$ cat config.mk
export PLATFORM = sky130hd
export DESIGN_NAME = json_string_unescape_utf8
export DESIGN_NICKNAME = d
export VERILOG_FILES = /design/src/rtl/jsu_pkg.sv /design/src/rtl/jsu_front.sv /design/src/rtl/jsu_fifo.sv /design/src/rtl/jsu_back.sv /design/src/rtl/json_string_unescape_utf8.sv
export SDC_FILE = /design/constraint.sdc
export NUM_CORES = 1
export LEC_CHECK = 0
export BUFFER_PORTS_ARGS = -buffer_cell sky130_fd_sc_hd__buf_2
export CORE_ASPECT_RATIO = 0.5
export CORE_MARGIN = 2
export CORE_UTILIZATION = 65
export DETAILED_ROUTE_END_ITERATION = 7
export PLACE_DENSITY = 0.83
export SLEW_MARGIN = 0
export SYNTH_ARGS = -nofsm -noshare
export SYNTH_HDL_FRONTEND = slang
export SYNTH_HIERARCHICAL = 1
export SYNTH_SLANG_ARGS = --single-unit
export TNS_END_PERCENT = 100
$ cat constraint.sdc
create_clock -name clk -period 6.7 [get_ports clk]
set_input_delay 0.335 -clock clk [delete_from_list [all_inputs] [get_ports clk]]
set_output_delay 0.335 -clock clk [all_outputs]
set_load 0.1 [all_outputs]
$ cat src/rtl/jsu_pkg.sv
package jsu_pkg;

  localparam int QUEUE_DEPTH = 4;

  // result status codes
  localparam logic [1:0] ST_DATA  = 2'd0;
  localparam logic [1:0] ST_DONE  = 2'd1;
  localparam logic [1:0] ST_ERROR = 2'd2;

  // parser modes
  localparam logic [2:0] MODE_TEXT    = 3'd0;
  localparam logic [2:0] MODE_ESC     = 3'd1;
  localparam logic [2:0] MODE_HEX1    = 3'd2;
  localparam logic [2:0] MODE_HEX2    = 3'd3;
  localparam logic [2:0] MODE_HEX3    = 3'd4;
  localparam logic [2:0] MODE_HEX4    = 3'd5;
  localparam logic [2:0] MODE_SWALLOW = 3'd6;

  localparam logic [7:0] CH_BACKSLASH = 8'h5C;
  localparam logic [7:0] CH_U         = 8'h75;

  typedef struct packed {
    logic [7:0] in_byte;
    logic       last_byte;
  } jsu_in_t;

  typedef struct packed {
    logic [7:0] out_byte;
    logic [1:0] status;
    logic       run_end;
  } jsu_out_t;

  // all results caused by one input word: data bytes, then an optional tail
  typedef struct packed {
    logic [1:0]      nbytes;
    logic            has_tail;
    logic [1:0]      tail;
    logic [2:0][7:0] bytes;
  } jsu_bundle_t;

  // {valid, value}
  function automatic logic [4:0] hex_value(input logic [7:0] c);
    logic [4:0] r;
    r = 5'd0;
    if (c >= 8'h30 && c <= 8'h39) begin
      r = {1'b1, 4'(c - 8'h30)};
    end else if (c >= 8'h61 && c <= 8'h66) begin
      r = {1'b1, 4'(c - 8'h57)};
    end else if (c >= 8'h41 && c <= 8'h46) begin
      r = {1'b1, 4'(c - 8'h37)};
    end
    return r;
  endfunction

  // {valid, byte}
  function automatic logic [8:0] simple_escape(input logic [7:0] c);
    logic [8:0] r;
    unique case (c)
      8'h22:   r = {1'b1, 8'h22};
      8'h5C:   r = {1'b1, 8'h5C};
      8'h2F:   r = {1'b1, 8'h2F};
      8'h62:   r = {1'b1, 8'h08};
      8'h66:   r = {1'b1, 8'h0C};
      8'h6E:   r = {1'b1, 8'h0A};
      8'h72:   r = {1'b1, 8'h0D};
      8'h74:   r = {1'b1, 8'h09};
      default: r = 9'd0;
    endcase
    return r;
  endfunction

endpackage

$ cat src/rtl/jsu_front.sv
module jsu_front (
  input  logic                 clk,
  input  logic                 rst,
  input  logic                 push,
  input  jsu_pkg::jsu_in_t     item,
  input  logic                 q_full,
  output logic                 q_wr,
  output jsu_pkg::jsu_bundle_t q_data
);

  logic [2:0]  mode, mode_next;
  logic [11:0] acc, acc_next;
  logic        accept;
  logic        err;
  logic [8:0]  esc;
  logic [4:0]  hv;
  logic [15:0] cp;
  logic [7:0]  c;
  logic        last;

  assign accept = push && !q_full;
  assign c      = item.in_byte;
  assign last   = item.last_byte;
  assign esc    = jsu_pkg::simple_escape(c);
  assign hv     = jsu_pkg::hex_value(c);
  assign cp     = {acc, hv[3:0]};

  always_comb begin
    mode_next       = mode;
    acc_next        = acc;
    err             = 1'b0;
    q_data          = '0;
    q_data.tail     = jsu_pkg::ST_DATA;
    if (mode == jsu_pkg::MODE_SWALLOW) begin
      // drop everything up to the end of the stream
      if (last) begin
        mode_next = jsu_pkg::MODE_TEXT;
        acc_next  = '0;
      end
    end else begin
      if (mode == jsu_pkg::MODE_ESC) begin
        if (esc[8]) begin
          q_data.nbytes   = 2'd1;
          q_data.bytes[0] = esc[7:0];
          mode_next       = jsu_pkg::MODE_TEXT;
        end else if (c == jsu_pkg::CH_U) begin
          acc_next  = '0;
          mode_next = jsu_pkg::MODE_HEX1;
        end else begin
          err = 1'b1;
        end
      end else if (mode >= jsu_pkg::MODE_HEX1 && mode <= jsu_pkg::MODE_HEX4) begin
        if (!hv[4]) begin
          err = 1'b1;
        end else if (mode != jsu_pkg::MODE_HEX4) begin
          acc_next  = {acc[7:0], hv[3:0]};
          mode_next = mode + 3'd1;
        end else begin
          acc_next  = '0;
          mode_next = jsu_pkg::MODE_TEXT;
          if (cp[15:11] == 5'b11011) begin
            err = 1'b1;
          end else if (cp[15:7] == '0) begin
            q_data.nbytes   = 2'd1;
            q_data.bytes[0] = cp[7:0];
          end else if (cp[15:11] == '0) begin
            q_data.nbytes   = 2'd2;
            q_data.bytes[0] = {3'b110, cp[10:6]};
            q_data.bytes[1] = {2'b10, cp[5:0]};
          end else begin
            q_data.nbytes   = 2'd3;
            q_data.bytes[0] = {4'b1110, cp[15:12]};
            q_data.bytes[1] = {2'b10, cp[11:6]};
            q_data.bytes[2] = {2'b10, cp[5:0]};
          end
        end
      end else begin
        mode_next = jsu_pkg::MODE_TEXT;
        if (c == jsu_pkg::CH_BACKSLASH) begin
          mode_next = jsu_pkg::MODE_ESC;
        end else begin
          q_data.nbytes   = 2'd1;
          q_data.bytes[0] = c;
        end
      end

      // stream ends inside an escape
      if (last && mode_next != jsu_pkg::MODE_TEXT) begin
        err = 1'b1;
      end

      if (err) begin
        q_data.nbytes   = 2'd0;
        q_data.has_tail = 1'b1;
        q_data.tail     = jsu_pkg::ST_ERROR;
        mode_next       = last ? jsu_pkg::MODE_TEXT : jsu_pkg::MODE_SWALLOW;
        acc_next        = '0;
      end else if (last) begin
        q_data.has_tail = 1'b1;
        q_data.tail     = jsu_pkg::ST_DONE;
        mode_next       = jsu_pkg::MODE_TEXT;
        acc_next        = '0;
      end
    end
  end

  assign q_wr = accept && (q_data.has_tail || q_data.nbytes != 2'd0);

  always_ff @(posedge clk) begin
    if (rst) begin
      mode <= jsu_pkg::MODE_TEXT;
      acc  <= '0;
    end else if (accept) begin
      mode <= mode_next;
      acc  <= acc_next;
    end
  end

endmodule

$ cat src/rtl/jsu_fifo.sv
module jsu_fifo #(
  parameter int DEPTH = jsu_pkg::QUEUE_DEPTH
) (
  input  logic                 clk,
  input  logic                 rst,
  input  logic                 wr_en,
  input  jsu_pkg::jsu_bundle_t wr_data,
  output logic                 full,
  input  logic                 rd_en,
  output jsu_pkg::jsu_bundle_t rd_data,
  output logic                 empty
);

  localparam int AW = (DEPTH > 1) ? $clog2(DEPTH) : 1;
  localparam int CW = $clog2(DEPTH + 1);
  localparam logic [AW-1:0] LAST_PTR = AW'(DEPTH - 1);
  localparam logic [CW-1:0] FULL_CNT = CW'(DEPTH);

  jsu_pkg::jsu_bundle_t mem [DEPTH];
  logic [AW-1:0] wr_ptr, rd_ptr;
  logic [CW-1:0] count;
  logic          do_wr, do_rd;

  assign full    = (count == FULL_CNT);
  assign empty   = (count == '0);
  assign do_wr   = wr_en && !full;
  assign do_rd   = rd_en && !empty;
  assign rd_data = mem[rd_ptr];

  always_ff @(posedge clk) begin
    if (do_wr) begin
      mem[wr_ptr] <= wr_data;
    end
  end

  always_ff @(posedge clk) begin
    if (rst) begin
      wr_ptr <= '0;
      rd_ptr <= '0;
      count  <= '0;
    end else begin
      if (do_wr) begin
        wr_ptr <= (wr_ptr == LAST_PTR) ? '0 : wr_ptr + AW'(1);
      end
      if (do_rd) begin
        rd_ptr <= (rd_ptr == LAST_PTR) ? '0 : rd_ptr + AW'(1);
      end
      if (do_wr && !do_rd) begin
        count <= count + CW'(1);
      end else if (do_rd && !do_wr) begin
        count <= count - CW'(1);
      end
    end
  end

endmodule

$ cat src/rtl/jsu_back.sv
module jsu_back (
  input  logic                 clk,
  input  logic                 rst,
  input  jsu_pkg::jsu_bundle_t head,
  input  logic                 q_empty,
  output logic                 q_rd,
  input  logic                 pop,
  output logic                 empty,
  output jsu_pkg::jsu_out_t    result
);

  logic [1:0] pos;
  logic [2:0] total;
  logic       is_last;
  logic       take;

  assign empty   = q_empty;
  assign total   = {1'b0, head.nbytes} + {2'b00, head.has_tail};
  assign is_last = ({1'b0, pos} + 3'd1) == total;
  assign take    = pop && !q_empty;
  assign q_rd    = take && is_last;

  always_comb begin
    result.run_end = is_last;
    if ({1'b0, pos} < {1'b0, head.nbytes}) begin
      result.status = jsu_pkg::ST_DATA;
      unique case (pos)
        2'd0:    result.out_byte = head.bytes[0];
        2'd1:    result.out_byte = head.bytes[1];
        default: result.out_byte = head.bytes[2];
      endcase
    end else begin
      result.status   = head.tail;
      result.out_byte = 8'd0;
    end
  end

  // advance through the head bundle, release it after its last result
  always_ff @(posedge clk) begin
    if (rst) begin
      pos <= '0;
    end else if (take) begin
      pos <= is_last ? 2'd0 : pos + 2'd1;
    end
  end

`ifndef SYNTHESIS
  a_pos_in_range: assert property (@(posedge clk) disable iff (rst)
    !q_empty |-> ({1'b0, pos} < total))
    else $error("result index beyond bundle");

  a_hold_bundle: assert property (@(posedge clk) disable iff (rst)
    (take && !is_last) |=> !q_empty)
    else $error("bundle released before its last result");

  a_tail_ends_run: assert property (@(posedge clk) disable iff (rst)
    (!q_empty && result.status != jsu_pkg::ST_DATA) |-> result.run_end)
    else $error("done or error result not last of its run");
`endif

endmodule

$ cat src/rtl/json_string_unescape_utf8.sv
// Channel  | Handshake          | Word
// ---------+--------------------+-----------------------------------------
// input    | push / full        | item:   in_byte, last_byte
// result   | pop / empty        | result: out_byte, status, run_end
//
// One input word per cycle while full is low. Each word is decoded in its
// accept cycle into a bundle of up to four results, queued in a DEPTH-entry
// bundle queue. The result side drains one result per cycle from the queue
// head while pop is high; a bundle leaves the queue with its last result.
// full depends only on queue occupancy; a stalled result side fills the queue.
// Synchronous reset returns the parser to plain text and empties the queue.
module json_string_unescape_utf8 #(
  parameter int DEPTH = jsu_pkg::QUEUE_DEPTH
) (
  input  logic              clk,
  input  logic              rst,
  input  logic              push,
  output logic              full,
  input  jsu_pkg::jsu_in_t  item,
  output logic              empty,
  input  logic              pop,
  output jsu_pkg::jsu_out_t result
);

  jsu_pkg::jsu_bundle_t wr_bundle, head;
  logic                 q_wr, q_rd, q_full, q_empty;

  assign full = q_full;

  jsu_front u_front (
    .clk    (clk),
    .rst    (rst),
    .push   (push),
    .item   (item),
    .q_full (q_full),
    .q_wr   (q_wr),
    .q_data (wr_bundle)
  );

  jsu_fifo #(
    .DEPTH (DEPTH)
  ) u_fifo (
    .clk     (clk),
    .rst     (rst),
    .wr_en   (q_wr),
    .wr_data (wr_bundle),
    .full    (q_full),
    .rd_en   (q_rd),
    .rd_data (head),
    .empty   (q_empty)
  );

  jsu_back u_back (
    .clk     (clk),
    .rst     (rst),
    .head    (head),
    .q_empty (q_empty),
    .q_rd    (q_rd),
    .pop     (pop),
    .empty   (empty),
    .result  (result)
  );

endmodule
=== After elaboration in Yosys (flattened, before gate mapping) ===
Memory sizes are Yosys's and may differ from the RTL's. A register that Yosys moved wholly into a read port is not among the register bits.
Index checks and enable logic that the tools add are counted.

* Flip-flop bits (word level): 24
* Latch bits: 0
* RAM bits: 116
* ROM bits: 0
* Input port bits: 13
* Output and inout bits: 13
* Word-level logic and storage cells: 150
* Memories: 1

{| class="wikitable"
|+ Memory list
! name !! words !! bits a word !! read ports !! clocked after Yosys merged registers in !! wr ports !! RTL line !! text
|-
| u_fifo.mem || 4 || 29 || 1 || 1 || 1 || jsu_fifo.sv:19 || <nowiki>jsu_pkg::jsu_bundle_t mem [DEPTH];</nowiki>
|}

* $add $sub $neg: 11
* Multipliers: 0
* Divide/modulo/power cells: 0
* Order comparisons: 9
* Eq/ne operators: 21
* Shifts and indexed selects: 0
* Multiplexer cells: 73
* Bitwise gates (word level): 0
* Reduce and logical (&&, ||, !) cells: 29

{| class="wikitable"
|+ Operators by type and width
! cell !! number
|-
| two-way mux 12 bit || 10
|-
| two-way mux 24 bit || 3
|-
| one-hot mux 9 bit (8 select lines) || 1
|-
| == test 8 x 7 -> 1 bit, second input constant || 7
|-
| two-way mux 16 bit || 3
|-
| two-way mux 3 bit || 16
|-
| two-way mux 8 bit || 6
|-
| two-way mux 29 bit || 1
|-
| two-way mux 2 bit || 12
|-
| == test 8 x 6 -> 1 bit, second input constant || 2
|-
| >= comparator 8 x 7 -> 1 bit, second input constant || 2
|-
| <= comparator 8 x 7 -> 1 bit, second input constant || 2
|-
| one-hot mux 8 bit (2 select lines) || 1
|-
| two-way mux 1 bit || 15
|-
| two-way mux 5 bit || 3
|-
| two-way mux 14 bit || 1
|-
| logical AND 1 bit || 13
|-
| two-way mux 10 bit || 1
|-
| logical NOT 9 bit || 1
|-
| >= comparator 8 x 6 -> 1 bit, second input constant || 1
|-
| <= comparator 8 x 6 -> 1 bit, second input constant || 1
|-
| != test 4 bit, second input constant || 2
|-
| nonzero test 4 bit || 2
|-
| subtractor 4 x 3 -> 4 bit, second input constant || 2
|-
| other kinds (26) || 35
|}

=== Logic depth before layout (Yosys ltp) ===
Gate-level depths: netlist of run 1.

* Depth in word-level cells: 23
* Mapped depth: 17

=== Cells and area by module ===
Netlist of run 1, hierarchy kept.

{| class="wikitable"
|+ Modules (own cells, without submodules)
! module !! times used !! cells each !! area each (sq um)
|-
| jsu_fifo || 1 || 201 || 4,673.2
|-
| jsu_front || 1 || 244 || 1,770.4
|-
| jsu_back || 1 || 60 || 417.9
|}

=== Least setup slack after synthesis of run 1 ===
No wires, ideal clock.

* Kind: input to register
* Start point: in item[1] in the netlist's numbering
* End point: reg u_fifo.count[2]
* Library setup time: 0.070 ns
* Data arrival time: 3.824 ns
* Required time: 6.630 ns
* Slack: 2.806 ns
* Stages on the path: 16
* Cells stage by stage: inv_1 > ha_1 > nand3_1 > or4b_2 > o211ai_1 > nor2_1 > or4_4 > a21oi_2 > inv_1 > nor2_2 > ha_1 > inv_1 > fa_1 > xor2_1 > or3_2 > a21oi_1

* Word-level cells in the longest chain between the ends: 22

{| class="wikitable"
|+ RTL lines
! element !! RTL line !! text
|-
| start: declaration || json_string_unescape_utf8.sv:19 || <nowiki>input jsu_pkg::jsu_in_t item,</nowiki>
|-
| >= comparator 8 x 7 -> 1 bit or <= comparator 8 x 7 -> 1 bit (tied branches) || jsu_pkg.sv:49 || <nowiki>end else if (c >= 8'h41 && c <= 8'h46) begin</nowiki>
|-
| logical AND 1 bit || jsu_pkg.sv:49 ||
|-
| two-way mux 5 bit || jsu_pkg.sv:49 ||
|-
| two-way mux 5 bit || jsu_pkg.sv:47 || <nowiki>end else if (c >= 8'h61 && c <= 8'h66) begin</nowiki>
|-
| two-way mux 5 bit || jsu_pkg.sv:45 || <nowiki>if (c >= 8'h30 && c <= 8'h39) begin</nowiki>
|-
| two-way mux 3 bit || jsu_front.sv:53 || <nowiki>if (!hv[4]) begin</nowiki>
|-
| two-way mux 3 bit || jsu_front.sv:52 || <nowiki>end else if (mode >= jsu_pkg::MODE_HEX1 && mode <= jsu_pkg::MODE_HEX4) begin</nowiki>
|-
| two-way mux 3 bit || jsu_front.sv:41 || <nowiki>if (mode == jsu_pkg::MODE_ESC) begin</nowiki>
|-
| [... 8 more ...] || - ||
|-
| logical OR 1 bit * || jsu_front.sv:107 || <nowiki>assign q_wr = accept && (q_data.has_tail || q_data.nbytes != 2'd0);</nowiki>
|-
| logical AND 1 bit * || jsu_front.sv:107 ||
|-
| named net q_wr || json_string_unescape_utf8.sv:26 || <nowiki>logic q_wr, q_rd, q_full, q_empty;</nowiki>
|-
| logical AND 1 bit * || jsu_fifo.sv:26 || <nowiki>assign do_wr = wr_en && !full;</nowiki>
|-
| named net u_fifo.do_wr || jsu_fifo.sv:22 || <nowiki>logic do_wr, do_rd;</nowiki>
|-
| logical NOT 1 bit || jsu_fifo.sv:50 || <nowiki>end else if (do_rd && !do_wr) begin</nowiki>
|-
| logical AND 1 bit || jsu_fifo.sv:50 ||
|-
| nonzero test 2 bit (no source line) || - ||
|-
| end signal: assignment || jsu_fifo.sv:49 || <nowiki>count <= count + CW'(1);</nowiki>
|-
| end signal: assignment || jsu_fifo.sv:51 || <nowiki>count <= count - CW'(1);</nowiki>
|-
| end: declaration || jsu_fifo.sv:21 || <nowiki>logic [CW-1:0] count;</nowiki>
|}

The timed path passes the listed nets; every way through them passes the cells marked *. The select of a mux whose other input is x is not followed.
A chain may end at the register's enable or synchronous reset.

=== Worst setup path after layout of run 1 ===
Ends and elaborated chain as after synthesis.

==> metrics.md, run 1 <==
| Metric | Value |
|---|---|
| Outcome | `finished, final reports clean` |
| CTS Hold Bufs | `0` |
| Sw Ratio | `37.8%` |
| Endpoints failing hold | `0` |
| DRC | `0` |
| H-tree levels | `4` |
| DP HPWL | `9290 um` |
| Clock Skew | `0.00965 ns` |
| Synthesis Warnings | `6` |
| Max Fanout on Critical Path | `12` |
| Number of iterations in the first detailed-routing pass | `5` |
| Worst-path cell chain | `buf_2 -> inv_1 -> ha_1 -> nand3_1 -> or4b_2 -> o211ai_1 -> nor2_1 -> or4_4 -> a21oi_2 -> inv_1 -> nor2_2 -> ha_1 -> inv_1 -> fa_1 -> xor2_1 -> or3_2 -> a21oi_1` |
| Number of max-cap violations | `0` |
| Commonest cells in the netlist | `edfxtp_1 (116), nor2_1 (39), mux4_2 (29)` |
| Diode count | `0` |
| Hold crit path type | `in -> reg` |
| Placed Cells | `642` |
| Final wirelength | `15000 um` |
| Clock share of power | `30.9%` |
| Fmax | `242 MHz` |
| Post-CTS Resized | `0` |
| Logic pwr share | `31.1%` |
| Biggest area consumer among synthesized cells | `edfxtp_1` |
| Die height | `76.7 um` |
| GRT met3 Usage | `5.77%` |
| Met1 Use GR | `41.3%` |
| Startpoint types | `primary input` |
| R2R Setup Slk | `2.68 ns` |
| Setup Fix Bufs, Post-CTS | `0` |
| Final slew viol count | `0` |
| Layout Nets | `551` |
| Layout area overhead | `10.2%` |
| CP arrival | `4.48 ns` |
| GRT Util Overall | `28.1%` |
| Switching power | `1.11 mW` |
| Post-route antenna net violation count | `0` |
| Most frequent cell after synthesis | `edfxtp_1` |
| Total Die Area | `11400 um2` |
| Worst VDD drop | `0.397 mV` |
| GR Overflow Total | `0` |
| Synth top area share | `50.8%` |
| Leakage Power | `2.60 nW` |
| Post-synth EDFFs | `116` |
| P per Cell Area | `390 nW/um2` |
| Most used routing layer | `met2` |
| Netlist cell types | `76` |
| I/O pin count | `26` |
| Worst stage delay on the critical path | `0.78 ns` |
| Layout cells sized above 1 | `20.8%` |
| CP Class | `in -> reg` |
| Worst hold margin | `0.267 ns` |
| Final period util | `61.7%` |
| PortBufs | `25` |
| Most used cell, CP | `inv_1` |
| Avg Cell Area, Syn | `13.6 um2` |
| CTS tree | `built` |
| CTS Buf Count | `17` |
| Max_slew headroom | `27.9%` |
| Clock root buffer | `clkbuf_16` |
| RD Place Congestion | `0.928` |
| Flops & latches, synth | `142` |
| Setup-failing EPs final | `0` |
| Crit. End Element | `register` |
| Required time worst endpoint | `7.05 ns` |
| # rows | `26` |
| Met2 GRT Util | `42.1%` |
| Worst-case clock buffer depth | `2` |
| Vias in the first global route | `4325` |
| Die extent in x | `149 um` |
| RSZ-0062 raised after global routing | `false` |
| Initial DRC Count | `510` |
| First-pass GRT wire length | `23700 um` |
| Largest net degree at the start of global routing | `30` |
| Core area | `10200 um2` |
| Seq pwr share | `37.9%` |
| Int Power | `1.83 mW` |
| Latest clock arrival within the worst-skew pair | `0.42 ns` |
| Top FF cell, synth | `edfxtp_1` |
| Worst slew pin tran | `1.08 ns` |
| Fillers | `620` |
| Top cells by area, synth | `edfxtp_1 (51%), mux4_2 (9.5%), dfxtp_1 (7.6%), ha_1 (2.9%), nor2_1 (2.1%)` |
| Vias post-DR | `4509` |
| CTS Sinks | `142` |
| Cell Area, Placed | `6990 um2` |
| Starting density of the core | `67.0%` |
| Seq/Total Area, Yosys | `58.4%` |
| Clock Pin Slew Worst Setup and Hold Paths | `0.06 ns` |
| Post-Synthesis Cells | `505` |
| Cell area after layout | `7560 um2` |
| Min Tclk post-route | `4.13 ns` |
| Setup TNS | `0 ns` |
| Cell Area, Synth | `6860 um2` |
| Wire per inst | `22.3 um` |
| Initial antenna violation count | `0` |
| Final non-filler cell total | `674` |
| Via-per-instance ratio | `6.69` |
| Ys async rst share | `0%` |
| Crit path max-delay cell type | `or4b_2` |
==> power groups by stage <==
stage / clock, mW / combinational [mW] / sequential, mW
2_1_floorplan: 0 / 0.788 / 1.12
3_3_place_gp: 0 / 0.901 / 1.13
3_5_place_dp: 0 / 0.914 / 1.13
4_1_cts: 0.922 / 0.920 / 1.12
5_1_grt: 0.959 / 0.977 / 1.13
6_report: 0.912 / 0.918 / 1.12
==> per-layer routing <==
layer  part of all wire, %  vias up
met2                    47      252
met4                   2.1        0
met5                     0        -
met1                    42     2234
met3                   9.1       28
li1                      -     1995
==> logic make-up (layout without fill, tap and decap cells) <==
| logic type | Yosys count | in the layout | synth area share (%) |
|---|---|---|---|
| buffers and inverters | 47 | 75 | 3.76 |
| other | 1 | 2 | 0.0547 |
| multiplexers | 32 | 32 | 9.96 |
| AO/OA/AOI/OAI | 108 | 108 | 11.2 |
| AND/OR/NAND/NOR | 151 | 151 | 12.6 |
| XOR/XNOR | 7 | 7 | 0.894 |
| flip-flops | 142 | 142 | 58.4 |
| adder cells (fa/ha/maj) | 17 | 17 | 3.21 |
==> path summary, 6_finish.rpt <==
check | startpoint | end | depth (start not counted)
max | item[1] | u_fifo/count[2] | 17
min | rst | u_fifo/count[0] | 2
max reg2reg | u_front/mode[0] | u_fifo/count[2] | 14
min reg2reg | u_fifo/rd_ptr[0] | register | 2
==> final cells by class <==
cell class	instances	area (um2)	share of cell area, %
Tap cell	140	175	2.32
Sequential cell	142	4010	53.0
Inverter	15	61.3	0.811
Clock inverter	10	105	1.39
Clock buffer	22	465	6.15
Multi-Input combinational cell	317	2600	34.4
Timing Repair Buffer	28	148	1.95
==> worst max-delay path, delay by kind of cell <==
kind / cells / cell delay, ns
and+or+nand+nor: 6 / 2.10
adders and majority gates: 3 / 0.82
AOI/OAI and AO/OA: 3 / 0.62
buffers and inverters: 4 / 0.44
xor gates and xnor gates: 1 / 0.15
==> cells in the final DEF, fill, tap and decap left out, types with 3 or more instances in the layout <==
cell type and n:
xor2_1 4, and3_1 10, o211ai_1 3, and3_2 4
a21oi_1 24, nor3_1 11, and2_1 5, o21ai_0 13
o21a_1 5, nand2b_1 6, a22o_1 13, buf_2 25
mux4_2 29, buf_4 3, inv_1 14, nor3b_1 7
clkinv_4 3, nand2_1 26, mux2i_1 3, nor4_1 4
or3_1 4, a21o_1 5, nand3_1 5, edfxtp_1 116
ha_1 16, clkbuf_1 4, nor2_1 39, o22ai_1 3
dfxtp_1 25, clkbuf_16 18, inv_6 3, xnor2_1 3
a22oi_1 13, nor2b_1 7
==> sequential cells by signal, summed over array words and instances, names as in the netlist, named ones only <==
name	count
u_fifo/count	3
u_fifo/rd_ptr	2
u_front/mode	3
u_fifo/wr_ptr	2
u_front/acc	12
u_back/pos	2
u_fifo/mem	116
==> metrics by stage <==
step	power (mW)	util (%)	worst slack [ns]
3_5_place_dp	2.05	68.2	2.19
5_1_grt	3.06	73.8	2.27
3_3_place_gp	2.03	68.2	2.31
4_1_cts	2.96	73.8	2.60
2_1_floorplan	1.91	-	2.81
6_report	2.95	73.8	2.57
Note: power is estimated with default switching activity, not from simulation.
==> inputs of run 2 (changes only) <==
--- a/config.mk
+++ b/config.mk
@@ -8,9 +8,9 @@
 export BUFFER_PORTS_ARGS = -buffer_cell sky130_fd_sc_hd__buf_2
 export CORE_ASPECT_RATIO = 0.5
 export CORE_MARGIN = 2
-export CORE_UTILIZATION = 65
+export CORE_UTILIZATION = 62
 export DETAILED_ROUTE_END_ITERATION = 7
-export PLACE_DENSITY = 0.83
+export PLACE_DENSITY = 0.8
 export SLEW_MARGIN = 0
 export SYNTH_ARGS = -nofsm -noshare
 export SYNTH_HDL_FRONTEND = slang
==> constraint.sdc (replaced) <==
create_clock -name clk -period 4.3 [get_ports clk]
set_input_delay 0.215 -clock clk [delete_from_list [all_inputs] [get_ports clk]]
set_output_delay 0.215 -clock clk [all_outputs]
set_load 0.1 [all_outputs]
==> metrics.md, run 2 (synthesized netlist as in run 1, its figures left out) <==
| Metric | Value |
|---|---|
| Outcome | `finished, final reports clean` |
| Initial antenna violation count | `0 (unchanged)` |
| Largest net degree at the start of global routing | `30 (unchanged)` |
| Cell Area, Placed | `7070 um2 (+1.2%)` |
| Post-CTS Resized | `0 (unchanged)` |
| Max Fanout on Critical Path | `8 (-4)` |
| Leakage Power | `2.65 nW (+2.0%)` |
| Final slew viol count | `0 (unchanged)` |
| Most used cell, CP | `inv_1` |
| Starting density of the core | `63.1% (-3.9 points)` |
| Endpoints failing hold | `0 (unchanged)` |
| Wire per inst | `22.0 um (-0.99%)` |
| Family with the most delay on the worst path | `simple AND/OR/NAND/NOR gates` |
| Die extent in x | `153 um (+2.3%)` |
| GR Overflow Total | `0 (unchanged)` |
| Final period util | `86.9%` |
| Fmax | `268 MHz` |
| Number of max-cap violations | `0 (unchanged)` |
| Core area | `10900 um2 (+6.2%)` |
| I/O pin count | `26 (unchanged)` |
| Worst slew pin tran | `1.14 ns (+0.0571 ns)` |
| Commonest cells after routing, fill and taps aside | `edfxtp_1 (116), nor2_1 (39), mux4_2 (29)` |
| Initial DRC Count | `495 (-2.9%)` |
| Commonest non-fill, non-tap cell in the layout | `edfxtp_1` |
| Crit path max-delay cell type | `or4b_2` |
| Vias post-DR | `4574 (+1.4%)` |
| RD Place Congestion | `0.942 (+1.5%)` |
| Via-per-instance ratio | `6.64 (-0.77%)` |
| Number of iterations in the first detailed-routing pass | `5 (unchanged)` |
| Setup-failing EPs final | `0 (unchanged)` |
| Latest clock arrival within the worst-skew pair | `0.41 ns (about the same)` |
| Biggest register | `u_fifo/mem` |
| P per Cell Area | `601 nW/um2 (+54%)` |
| PortBufs | `25 (unchanged)` |
| Clock Pin Slew Worst Setup and Hold Paths | `0.06 ns (about the same)` |
| Cell area after layout | `7640 um2 (+0.96%)` |
| GRT Util Overall | `26.4% (-1.7 points)` |
| Worst-case clock buffer depth | `2 (unchanged)` |
| Crit. End Element | `register` |
| RSZ-0062 raised after global routing | `false` |
| Vias in the first global route | `4335 (+0.23%)` |
| CP arrival | `4.08 ns (-0.40 ns)` |
| Hold crit path type | `in -> reg` |
| Total Die Area | `12000 um2 (+4.7%)` |
| Clock Skew | `0.00846 ns (-0.00119 ns)` |
| Layout area overhead | `11.3%` |
| CTS tree | `built` |
| First-pass GRT wire length | `23700 um (-0.17%)` |
| Clock root buffer | `clkbuf_16` |
| Worst VDD drop | `0.362 mV (-8.8%)` |
| Required time worst endpoint | `4.64 ns (-2.41 ns)` |
| Final non-filler cell total | `689 (+2.2%)` |
| Layout cells sized above 1 | `22.2% (+1.5 points)` |
| DP HPWL | `9660 um (+3.9%)` |
| Setup TNS | `0 ns (unchanged)` |
| Final wirelength | `15200 um (+1.2%)` |
| Worst-path cell chain | `buf_2 -> inv_1 -> ha_1 -> nand3_1 -> or4b_2 -> o211ai_1 -> nor2_1 -> or4_4 -> a21oi_2 -> inv_1 -> nor2_2 -> ha_1 -> inv_1 -> fa_1 -> xor2_1 -> or3_2 -> a21oi_1` |
| Layout Nets | `561 (+1.8%)` |
| Max reg flops | `116 (unchanged)` |
| Setup Fix Bufs, Post-CTS | `0 (unchanged)` |
| CP Class | `in -> reg` |
| DRC | `0 (unchanged)` |
| Max_slew headroom | `22.1% (-5.8 points)` |
| Worst stage delay on the critical path | `0.63 ns (-0.15 ns)` |
| Min Tclk post-route | `3.74 ns` |
| CTS Hold Bufs | `0 (unchanged)` |
| Die height | `78.4 um (+2.3%)` |
| Post-route antenna net violation count | `0 (unchanged)` |
| CTS Sinks | `142 (unchanged)` |
| WP buf/inv | `4 (unchanged)` |
| Startpoint types | `primary input` |
| Place WS | `0.149 ns (-2.04 ns)` |
| Diode count | `0 (unchanged)` |
| # rows | `27 (+3.8%)` |
| PnR worst setup slack | `0.563 ns (-2.00 ns)` |
| Placed Cells | `657 (+2.3%)` |
| CTS Buf Count | `17 (unchanged)` |
| Regs by FF count | `u_fifo/mem x116, u_front/acc x12` |
| H-tree levels | `4 (unchanged)` |
run 2: cell type report:
type | instances | area (um2)
inverter | 15 | 61.3
sequential | 142 | 4010
multi-input combinational | 317 | 2600
clock inverter | 14 | 133
clock buffer | 18 | 429
tap | 145 | 181
fill | 702 | 3240
timing repair buffer | 38 | 223
run 2: worst paths after layout:
kind / from / end / slack, ns / cells after the start
max: item[1] / u_fifo/count[2] / 0.56 / 17
min: rst / u_fifo/count[1] / 0.16 / 2
max reg2reg: u_front/mode[2] / u_fifo/count[2] / 0.58 / 14
min reg2reg: u_fifo/rd_ptr[0] / register / 0.51 / 2
run 2: metal layers:
metal | vias up | track usage (%) | share of wire [%] | wire, um
li1 | 2023 | - | - | -
met1 | 2225 | 36.8 | 42 | 6400
met2 | 289 | 41.7 | 47 | 7070
met3 | 37 | 6.96 | 9.6 | 1460
met4 | 0 | 7.69 | 1.7 | 257
met5 | - | 0 | 0 | 0
run 2: through the flow:
step / hold slack [ns] / util, % / total power, mW
3_3_place_gp: 0.474 / 65.0 / 3.19
5_1_grt: 0.152 / 70.2 / 4.76
2_1_floorplan: 0.284 / - / 2.97
3_5_place_dp: 0.501 / 65.0 / 3.22
4_1_cts: 0.147 / 70.2 / 4.62
6_report: 0.161 / 70.2 / 4.59
run 2: where the power goes:
part           switching [mW]  internal [mW]  total (mW)  leakage [nW]
sequential             0.0748           1.67        1.75          1.24
clock                   0.581          0.807        1.39         0.272
combinational            1.10          0.358        1.46          1.13
